File: config.mk
export PLATFORM = sky130hd
export DESIGN_NAME = rotary_encoder_event_decoder_flat
export DESIGN_NICKNAME = d
export VERILOG_FILES = /design/src/rtl/red_pkg.sv /design/src/rtl/red_if.sv /design/src/rtl/red_cfg.sv /design/src/rtl/red_core.sv /design/src/rtl/rotary_encoder_event_decoder.sv /design/src/flat_wrapper.sv
export SDC_FILE = /design/constraint.sdc
export NUM_CORES = 1
export LEC_CHECK = 0
export BUFFER_PORTS_ARGS = -buffer_cell sky130_fd_sc_hd__buf_2
export CORE_MARGIN = 2
export CORE_UTILIZATION = 35
export DETAILED_ROUTE_END_ITERATION = 16
export GPL_TIMING_DRIVEN = 0
export SYNTH_ARGS = -nofsm -noshare
export SYNTH_HDL_FRONTEND = slang
export SYNTH_SLANG_ARGS = --single-unit
File: constraint.sdc
create_clock -name clk_i -period 6.9 [get_ports clk_i]
set_input_delay 1.035 -clock clk_i [delete_from_list [all_inputs] [get_ports clk_i]]
set_output_delay 1.035 -clock clk_i [all_outputs]
set_load 0.005 [all_outputs]
File: src/rtl/red_pkg.sv
// Package for the rotary encoder event decoder: register map, phase and event codes.
// Shared by the interfaces, the register block, the decoder core and the top level.
package red_pkg;

  localparam int unsigned LimitW   = 24;
  localparam int unsigned ElapsedW = 25;
  localparam int unsigned AddrW    = 4;
  localparam int unsigned DataW    = 32;
  localparam int unsigned EventW   = 2;

  localparam logic [ElapsedW-1:0] ElapsedMax   = {ElapsedW{1'b1}};
  localparam logic [LimitW-1:0]   LimitDefault = LimitW'(1000);

  // Register indexes (byte address / 4)
  typedef enum logic [1:0] {
    REG_BUTTON_PRESENT = 2'd0,
    REG_TIMEOUT_ENABLE = 2'd1,
    REG_TIMEOUT_LIMIT  = 2'd2
  } reg_idx_e;

  typedef enum logic [2:0] {
    PH_WAIT_HIGH = 3'd0,
    PH_REST      = 3'd1,
    PH_BUTTON    = 3'd2,
    PH_LEFT      = 3'd3,
    PH_RIGHT     = 3'd4
  } phase_e;

  typedef enum logic [EventW-1:0] {
    EV_LEFT    = 2'd0,
    EV_RIGHT   = 2'd1,
    EV_BUTTON  = 2'd2,
    EV_TIMEOUT = 2'd3
  } event_e;

  // Configuration handed from the register block to the core
  typedef struct packed {
    logic              button_present;
    logic              timeout_enable;
    logic [LimitW-1:0] timeout_limit;
  } cfg_t;

endpackage

File: src/rtl/red_if.sv
// Stream interfaces of the decoder: pin sample words in, event words out.
// Depends on red_pkg for the event width.
interface red_in_if;
  logic valid;
  logic ready;
  logic a_level;
  logic b_level;
  logic button_level;

  modport source (output valid, output a_level, output b_level, output button_level,
                  input ready);
  modport sink (input valid, input a_level, input b_level, input button_level,
                output ready);
endinterface

interface red_out_if;
  logic                       valid;
  logic                       ready;
  logic [red_pkg::EventW-1:0] event_res;

  modport source (output valid, output event_res, input ready);
  modport sink (input valid, input event_res, output ready);
endinterface

File: src/rtl/red_cfg.sv
// APB register block of the decoder: button_present, timeout_enable, timeout_limit.
// Depends on red_pkg for the register map and the cfg_t bundle.
module red_cfg
  import red_pkg::*;
(
  input  logic             clk_i,
  input  logic             rst_ni,
  input  logic             psel,
  input  logic             penable,
  input  logic             pwrite,
  input  logic [AddrW-1:0] paddr,
  input  logic [DataW-1:0] pwdata,
  output logic [DataW-1:0] prdata,
  output logic             pready,
  output cfg_t             cfg_o
);

  cfg_t     cfg_q;
  reg_idx_e idx;
  logic     wr_en;

  assign idx    = reg_idx_e'(paddr[AddrW-1:2]);
  assign wr_en  = psel & penable & pwrite;
  assign pready = 1'b1;
  assign cfg_o  = cfg_q;

  // Write the addressed register; unmapped addresses drop the word
  always_ff @(posedge clk_i or negedge rst_ni) begin
    if (!rst_ni) begin
      cfg_q.button_present <= 1'b0;
      cfg_q.timeout_enable <= 1'b0;
      cfg_q.timeout_limit  <= LimitDefault;
    end else if (wr_en) begin
      case (idx)
        REG_BUTTON_PRESENT: cfg_q.button_present <= pwdata[0];
        REG_TIMEOUT_ENABLE: cfg_q.timeout_enable <= pwdata[0];
        REG_TIMEOUT_LIMIT:  cfg_q.timeout_limit  <= pwdata[LimitW-1:0];
        default: ;
      endcase
    end
  end

  // Read back the addressed register
  always_comb begin
    prdata = '0;
    case (idx)
      REG_BUTTON_PRESENT: prdata = DataW'(cfg_q.button_present);
      REG_TIMEOUT_ENABLE: prdata = DataW'(cfg_q.timeout_enable);
      REG_TIMEOUT_LIMIT:  prdata = DataW'(cfg_q.timeout_limit);
      default:            prdata = '0;
    endcase
  end

endmodule

File: src/rtl/red_core.sv
// Decoder core: input sample register, phase/elapsed update, event result register.
// Depends on red_pkg and the red_in_if / red_out_if interfaces.
module red_core
  import red_pkg::*;
(
  input  logic      clk_i,
  input  logic      rst_ni,
  input  cfg_t      cfg_i,
  red_in_if.sink    in_ch,
  red_out_if.source out_ch
);

  // Input stage
  logic s1_valid_q;
  logic a_q, b_q, btn_q;
  // Decoder state
  phase_e              phase_q, phase_d;
  logic [ElapsedW-1:0] elapsed_q, elapsed_d, elapsed_inc;
  // Result stage
  logic   out_valid_q;
  event_e event_q;

  logic   advance;
  logic   ev_fire;
  event_e ev_code;
  logic   timed_out;

  assign advance      = s1_valid_q & (~out_valid_q | out_ch.ready);
  assign in_ch.ready  = ~s1_valid_q | advance;
  assign out_ch.valid = out_valid_q;
  assign out_ch.event_res = event_q;

  // Capture the sample word
  always_ff @(posedge clk_i or negedge rst_ni) begin
    if (!rst_ni) begin
      s1_valid_q <= 1'b0;
    end else if (in_ch.ready) begin
      s1_valid_q <= in_ch.valid;
    end
  end

  always_ff @(posedge clk_i) begin
    if (in_ch.valid && in_ch.ready) begin
      a_q   <= in_ch.a_level;
      b_q   <= in_ch.b_level;
      btn_q <= in_ch.button_level;
    end
  end

  // Saturating sample count, including the current sample
  assign elapsed_inc = (elapsed_q == ElapsedMax) ? elapsed_q : elapsed_q + 1'b1;
  assign timed_out   = cfg_i.timeout_enable & (elapsed_inc > {1'b0, cfg_i.timeout_limit});

  // Event decision
  always_comb begin
    ev_fire = 1'b0;
    ev_code = EV_LEFT;
    case (phase_q)
      PH_REST: begin
        if (!(cfg_i.button_present && !btn_q) && timed_out) begin
          ev_fire = 1'b1;
          ev_code = EV_TIMEOUT;
        end
      end
      PH_BUTTON: begin
        if (btn_q) begin
          ev_fire = 1'b1;
          ev_code = EV_BUTTON;
        end
      end
      PH_LEFT: begin
        if (!a_q && !b_q) begin
          ev_fire = 1'b1;
          ev_code = EV_LEFT;
        end
      end
      PH_RIGHT: begin
        if (!a_q && !b_q) begin
          ev_fire = 1'b1;
          ev_code = EV_RIGHT;
        end
      end
      default: ev_fire = 1'b0;
    endcase
  end

  // Next phase and count
  always_comb begin
    phase_d   = phase_q;
    elapsed_d = elapsed_inc;
    case (phase_q)
      PH_REST: begin
        if (cfg_i.button_present && !btn_q) begin
          phase_d = PH_BUTTON;
        end else if (timed_out) begin
          phase_d = PH_WAIT_HIGH;
        end else if (a_q && !b_q) begin
          phase_d = PH_LEFT;
        end else if (!a_q && b_q) begin
          phase_d = PH_RIGHT;
        end else if (!a_q && !b_q) begin
          phase_d = PH_WAIT_HIGH;
        end
      end
      PH_BUTTON: begin
        if (btn_q) phase_d = PH_WAIT_HIGH;
      end
      PH_LEFT: begin
        if (!(a_q && !b_q)) phase_d = PH_WAIT_HIGH;
      end
      PH_RIGHT: begin
        if (!(!a_q && b_q)) phase_d = PH_WAIT_HIGH;
      end
      default: phase_d = (a_q && b_q) ? PH_REST : PH_WAIT_HIGH;
    endcase
    if (ev_fire) begin
      elapsed_d = '0;
    end
  end

  // Advance state on each processed sample
  always_ff @(posedge clk_i or negedge rst_ni) begin
    if (!rst_ni) begin
      phase_q   <= PH_WAIT_HIGH;
      elapsed_q <= '0;
    end else if (advance) begin
      phase_q   <= phase_d;
      elapsed_q <= elapsed_d;
    end
  end

  // Hold the result word until taken
  always_ff @(posedge clk_i or negedge rst_ni) begin
    if (!rst_ni) begin
      out_valid_q <= 1'b0;
    end else if (advance) begin
      out_valid_q <= ev_fire;
    end else if (out_ch.ready) begin
      out_valid_q <= 1'b0;
    end
  end

  always_ff @(posedge clk_i) begin
    if (advance && ev_fire) begin
      event_q <= ev_code;
    end
  end

`ifndef SYNTHESIS
  a_event_restarts: assert property (@(posedge clk_i) disable iff (!rst_ni)
    advance && ev_fire |=> phase_q == PH_WAIT_HIGH && elapsed_q == '0)
    else $error("event did not return to waiting with cleared count");

  a_rest_only_timeout: assert property (@(posedge clk_i) disable iff (!rst_ni)
    advance && ev_fire && phase_q == PH_REST |-> ev_code == EV_TIMEOUT)
    else $error("non-timeout event from rest");

  a_phase_holds: assert property (@(posedge clk_i) disable iff (!rst_ni)
    !advance |=> $stable(phase_q) && $stable(elapsed_q))
    else $error("state moved without a processed sample");

  a_no_overwrite: assert property (@(posedge clk_i) disable iff (!rst_ni)
    out_valid_q && !out_ch.ready |-> !advance)
    else $error("pending result would be overwritten");
`endif

endmodule

File: src/rtl/rotary_encoder_event_decoder.sv
// Top level of the rotary encoder event decoder: register block plus decoder core.
// Depends on red_pkg, red_if, red_cfg and red_core.
//
//   channel   dir   handshake              word
//   in_ch     in    valid/ready            a_level, b_level, button_level
//   out_ch    out   valid/ready            event_res (0 left, 1 right, 2 button, 3 timeout)
//   apb       in    psel/penable, pready   button_present, timeout_enable, timeout_limit
//
// One sample word is taken every cycle unless out_ch stalls; an event's result word is
// offered after the input register, one phase/count update, then the result register.
// Reset clears phase, count and the registers (timeout_limit returns to 1000).
// A result word left waiting on out_ch holds the sample in the input register, so in_ch
// stalls until that word is taken, whether or not the held sample produces an event.
module rotary_encoder_event_decoder
  import red_pkg::*;
(
  input  logic             clk_i,
  input  logic             rst_ni,
  input  logic             psel,
  input  logic             penable,
  input  logic             pwrite,
  input  logic [AddrW-1:0] paddr,
  input  logic [DataW-1:0] pwdata,
  output logic [DataW-1:0] prdata,
  output logic             pready,
  red_in_if.sink           in_ch,
  red_out_if.source        out_ch
);

  cfg_t cfg;

  red_cfg u_cfg (
    .clk_i   (clk_i),
    .rst_ni  (rst_ni),
    .psel    (psel),
    .penable (penable),
    .pwrite  (pwrite),
    .paddr   (paddr),
    .pwdata  (pwdata),
    .prdata  (prdata),
    .pready  (pready),
    .cfg_o   (cfg)
  );

  red_core u_core (
    .clk_i  (clk_i),
    .rst_ni (rst_ni),
    .cfg_i  (cfg),
    .in_ch  (in_ch),
    .out_ch (out_ch)
  );

endmodule
File: src/flat_wrapper.sv
// flat-port wrapper written by rule: the top's interface ports become plain ports
module rotary_encoder_event_decoder_flat import red_pkg::*;
  (clk_i, rst_ni, psel, penable, pwrite, paddr, pwdata, prdata, pready, in_ch_valid, in_ch_a_level, in_ch_b_level, in_ch_button_level, in_ch_ready, out_ch_valid, out_ch_event_res, out_ch_ready);
  red_in_if in_ch_i ();
  red_out_if out_ch_i ();
  input  logic clk_i;
  input  logic rst_ni;
  input  logic psel;
  input  logic penable;
  input  logic pwrite;
  input  logic [AddrW-1:0] paddr;
  input  logic [DataW-1:0] pwdata;
  output logic [DataW-1:0] prdata;
  output logic pready;
  input wire logic [$bits(in_ch_i.valid)-1:0] in_ch_valid;
  input wire logic [$bits(in_ch_i.a_level)-1:0] in_ch_a_level;
  input wire logic [$bits(in_ch_i.b_level)-1:0] in_ch_b_level;
  input wire logic [$bits(in_ch_i.button_level)-1:0] in_ch_button_level;
  output wire logic [$bits(in_ch_i.ready)-1:0] in_ch_ready;
  output wire logic [$bits(out_ch_i.valid)-1:0] out_ch_valid;
  output wire logic [$bits(out_ch_i.event_res)-1:0] out_ch_event_res;
  input wire logic [$bits(out_ch_i.ready)-1:0] out_ch_ready;
  assign in_ch_i.valid = in_ch_valid;
  assign in_ch_i.a_level = in_ch_a_level;
  assign in_ch_i.b_level = in_ch_b_level;
  assign in_ch_i.button_level = in_ch_button_level;
  assign in_ch_ready = in_ch_i.ready;
  assign out_ch_valid = out_ch_i.valid;
  assign out_ch_event_res = out_ch_i.event_res;
  assign out_ch_i.ready = out_ch_ready;
  rotary_encoder_event_decoder u_core (.clk_i(clk_i), .rst_ni(rst_ni), .psel(psel), .penable(penable), .pwrite(pwrite), .paddr(paddr), .pwdata(pwdata), .prdata(prdata), .pready(pready), .in_ch(in_ch_i), .out_ch(out_ch_i));
endmodule
==> flow_summary_export.csv <==
group,metric,value,unit
global_routing,grt_pass1_vias,3458,
timing,clock-skew-final,6.89,ps
drt,postRouteAntennaNets,0,
synth,synth.yosys.warnings,0,
timing,final_hold_vio_count,0,
global_routing,antenna_found_initial,0,
placed_design,placement.io_buffers,63,
global_routing,grt_pass1_wl,17100,um
global_routing,grt.total_usage,17.1,%
worst_setup_path,critical_path_arrival,4460,ps
floorplan,die_h,111,um
synth,synthesis.area,4040,um^2
drt,route.final.wire_length,10000,um
timing,finalSetupViolations,0,
worst_setup_path,setup.worst_path.end_class,"flop",
cells_and_area,fillCellCount,1109,
timing,slew_viol_final,0,
drt,dr_total_vias,3560,
cts,clk_transition_reported_paths,50,ps
hold_path,holdCritPathClass,"flop to flop",
cells_and_area,drive_above_1_share,21.8,%
power_and_ir_drop,irDropWorstVdd,0.200,mV
timing,max-slew-margin-rel,40.4,%
cts,clock_sink_count,61,
timing,tightest_slew,882,ps
cts,ctsLongestPathBuffers,2,
drt,detail_route.vias_per_cell,5.11,
worst_setup_path,slowest_delay,540,ps
worst_setup_path,cp-start-kind,"flop",
placed_design,placedInstanceArea,4560,um^2
cells_and_area,insertedDiodeCount,0,
drt,drt-wirelength-per-cell,14.4,um
timing,setup_total_negative_slack,0,ps
cells_and_area,multi_input_comb_area,2170,um^2
cts,htreeDepth,3,
synth,postSynthAreaPerCell,8.64,um^2
cts,ctsHoldBuffers,0,
cts,tritoncts,"done",
cells_and_area,layout-area-overhead-vs-synth,20.8,%
cts,ctsRootBufferMaster,"sky130_fd_sc_hd__clkbuf_16",
synth,post-synth-top-area-fraction,31.0,%
floorplan,die-width,111,um
synth,netlist.top_cell.by_area,"sky130_fd_sc_hd__dfrtp_1",
placed_design,place.detailed.hpwl,7750,um
worst_setup_path,crit_path_frequent_cell,"sky130_fd_sc_hd__o22ai_1",
drt,drt_drc_violations_left,0,
floorplan,core_area,11300,um^2
synth,synth_edf_count,5,
synth,synth_area_leaders,"sky130_fd_sc_hd__dfrtp_1 (31%), sky130_fd_sc_hd__ha_1 (7.7%), sky130_fd_sc_hd__nand2_1 (7.5%)",
cells_and_area,final_net_count,620,
global_routing,gr-usage-met3,4.35,%
global_routing,grt_most_used_layer,"met2",
cells_and_area,final_cell_area_excluding_filler_cells,4880,um^2
global_routing,met1_track_demand_over_resource_in_global_routing,22.6,%
placed_design,place.gp.congestion,0.826,
cells_and_area,layout.area.seq,1560,um^2
floorplan,die_area,12400,um^2
global_routing,grt_overflow_total,0,
worst_setup_path,crit_type,"flop to flop",
synth,postSynthRegisterBits,61,
synth,synth.yosys.seq_area_share,38.6,%
cts,cts_resized,0,
synth,synthTopCellsByCount,"sky130_fd_sc_hd__nand2_1 (81), sky130_fd_sc_hd__dfrtp_1 (50), sky130_fd_sc_hd__inv_1 (40), sky130_fd_sc_hd__o21ai_0 (32), sky130_fd_sc_hd__and2_1 (29)",
floorplan,placement_rows,39,
cts,clkLatencyLatePin,330,ps
outcome,run_status,"complete, no violations",
synth,yosys_most_used_dff,"sky130_fd_sc_hd__dfrtp_1",
worst_setup_path,cpMaxStageDelayCell,"sky130_fd_sc_hd__a2111oi_0",
power_and_ir_drop,leakage,2.36,nW
synth,synthCells,468,
floorplan,initial_core_util,35.7,%
global_routing,met2_usage,28.4,%
drt,detail_route.iter0.violations,175,
worst_setup_path,critical_path.max_fanout,10,
synth,synth-async-reset-ratio,91.8,%
worst_setup_path,crit_path_cell_trace,"nand4_2 -> nor4_4 -> a31oi_2 -> and2_1 -> buf_6 -> nand2_2 -> xnor2_1 -> ha_1 -> nand3_1 -> nor2_1 -> a2111oi_0 -> o22ai_1 -> o21ai_2 -> nand3_2 -> buf_2 -> o22ai_1",
worst_setup_path,worst-endpoint-required,7140,ps
power_and_ir_drop,finalPower,1.59,mW
timing,unrepaired_setup_endpoints_after_global_routing,"no",
synth,synth_cell_type_count,60,
timing,final_min_period_over_clock_period,61.1,%
timing,final_period_demand_of_the_worst_path,4220,ps
drt,first_pass_iters,4,
floorplan,io-pin-count,83,
cts,cts_made_buffers,9,
power_and_ir_drop,power-per-cell-area,326,nW/um^2
global_routing,grt_max_degree,57,
timing,max_clock_freq,237,MHz
run,timing.max_cap.violations,0,
synth,synth_most_common_cell,"sky130_fd_sc_hd__nand2_1",
cts,post_cts_buffers,0,
[registers in the layout, indices dropped and copies added, names as in the netlist]
name and cells:
u_core.u_cfg.cfg_o 26, u_core.u_core.a_q 1, u_core.u_core.b_q 1, u_core.u_core.btn_q 1
u_core.u_core.elapsed_q 25, u_core.u_core.out_ch.event_res 2, u_core.u_core.out_ch.valid 1, u_core.u_core.phase_q 3
u_core.u_core.s1_valid_q 1
[layer usage]
metal	part of all wire [%]	vias up
met2	46	86
met5	0	-
met1	48	1679
met4	0.88	0
li1	-	1787
met3	4.9	8
[power breakdown]
part / internal, mW / total, mW / leakage [nW] / switching (mW)
clock network: 0.324 / 0.484 / 0.159 / 0.160
logic: 0.223 / 0.541 / 1.45 / 0.319
registers: 0.469 / 0.566 / 0.747 / 0.0971
[critical path: cells and delay by family, from the launching register on]
family	cells	cell delay, ps
and+or+nand+nor	7	1280
adders and majority gates	1	300
buffers and inverters	2	390
AOI/OAI and AO/OA	5	1520
DFF	1	450
xor gates and xnor gates	1	170
[placed cells by master (no fill, tap or decap), types with 5 or more instances in the layout]
| cell | synthesis | layout |
|---|---|---|
| sky130_fd_sc_hd__nand2_1 | 81 | 81 |
| sky130_fd_sc_hd__buf_2 | 1 | 63 |
| sky130_fd_sc_hd__dfrtp_1 | 50 | 50 |
| sky130_fd_sc_hd__inv_1 | 40 | 40 |
| sky130_fd_sc_hd__o21ai_0 | 32 | 32 |
| sky130_fd_sc_hd__and2_1 | 29 | 29 |
| sky130_fd_sc_hd__ha_1 | 25 | 25 |
| sky130_fd_sc_hd__nand3_1 | 22 | 22 |
| sky130_fd_sc_hd__a31oi_1 | 17 | 17 |
| sky130_fd_sc_hd__o22ai_1 | 15 | 15 |
| sky130_fd_sc_hd__nor2_1 | 14 | 14 |
| sky130_fd_sc_hd__a21oi_1 | 12 | 12 |
| sky130_fd_sc_hd__nand4_1 | 11 | 11 |
| sky130_fd_sc_hd__clkbuf_1 | 10 | 11 |
| sky130_fd_sc_hd__buf_4 | 9 | 10 |
| sky130_fd_sc_hd__xnor2_1 | 9 | 9 |
| sky130_fd_sc_hd__conb_1 | 2 | 9 |
| sky130_fd_sc_hd__clkbuf_16 | 0 | 9 |
| sky130_fd_sc_hd__nand2b_1 | 7 | 7 |
| sky130_fd_sc_hd__buf_6 | 6 | 6 |
| sky130_fd_sc_hd__dfstp_2 | 6 | 6 |
| sky130_fd_sc_hd__nor3_1 | 5 | 5 |
| sky130_fd_sc_hd__edfxtp_1 | 5 | 5 |
[cell type report]
type / instances / area share, %
inverters: 40 / 3.07
clock buffers: 11 / 4.97
plain buffers: 27 / 3.82
well taps: 143 / 3.66
repair buffers: 63 / 6.51
multi-input cells: 347 / 44.5
flip-flops and latches: 61 / 31.9
clock inverters: 5 / 1.54
[worst paths after layout]
check                                              end                        from  cells after the start  slack, ps
min                              u_core.u_cfg.cfg_o[6]       u_core.u_cfg.cfg_o[6]                      2        520
min in group asynchronous  u_core.u_core.elapsed_q[24]                      rst_ni                      1        760
max reg2reg                u_core.u_core.elapsed_q[13]  u_core.u_core.elapsed_q[4]                     16       2680
min reg2reg                      u_core.u_cfg.cfg_o[6]       u_core.u_cfg.cfg_o[6]                      2        520
max in group asynchronous   u_core.u_core.elapsed_q[7]                      rst_ni                      1       5640
max                        u_core.u_core.elapsed_q[13]  u_core.u_core.elapsed_q[4]                     16       2680
[metrics by stage]
stage | hold WS (ps) | utilization, % | setup slack [ps] | cells
2_1_floorplan | 486 | - | 3500 | 475
3_3_place_gp | 504 | 40.3 | 2690 | 681
3_5_place_dp | 511 | 40.3 | 2630 | 681
4_1_cts | 529 | 43.1 | 2620 | 697
5_1_grt | 557 | 43.1 | 2300 | 697
6_report | 524 | 43.1 | 2680 | 697
[logic make-up after synthesis]
group                    after synthesis  synth area share, %
other                                  2                0.186
XOR/XNOR                              11                 2.38
AO/OA/AOI/OAI                        101                 15.8
flip-flops                            61                 38.6
adder cells (fa/ha/maj)               25                 7.74
AND/OR/NAND/NOR                      196                 25.6
multiplexers                           5                 1.36
buffers and inverters                 67                 8.33
Power figures use the tool's default switching activity.
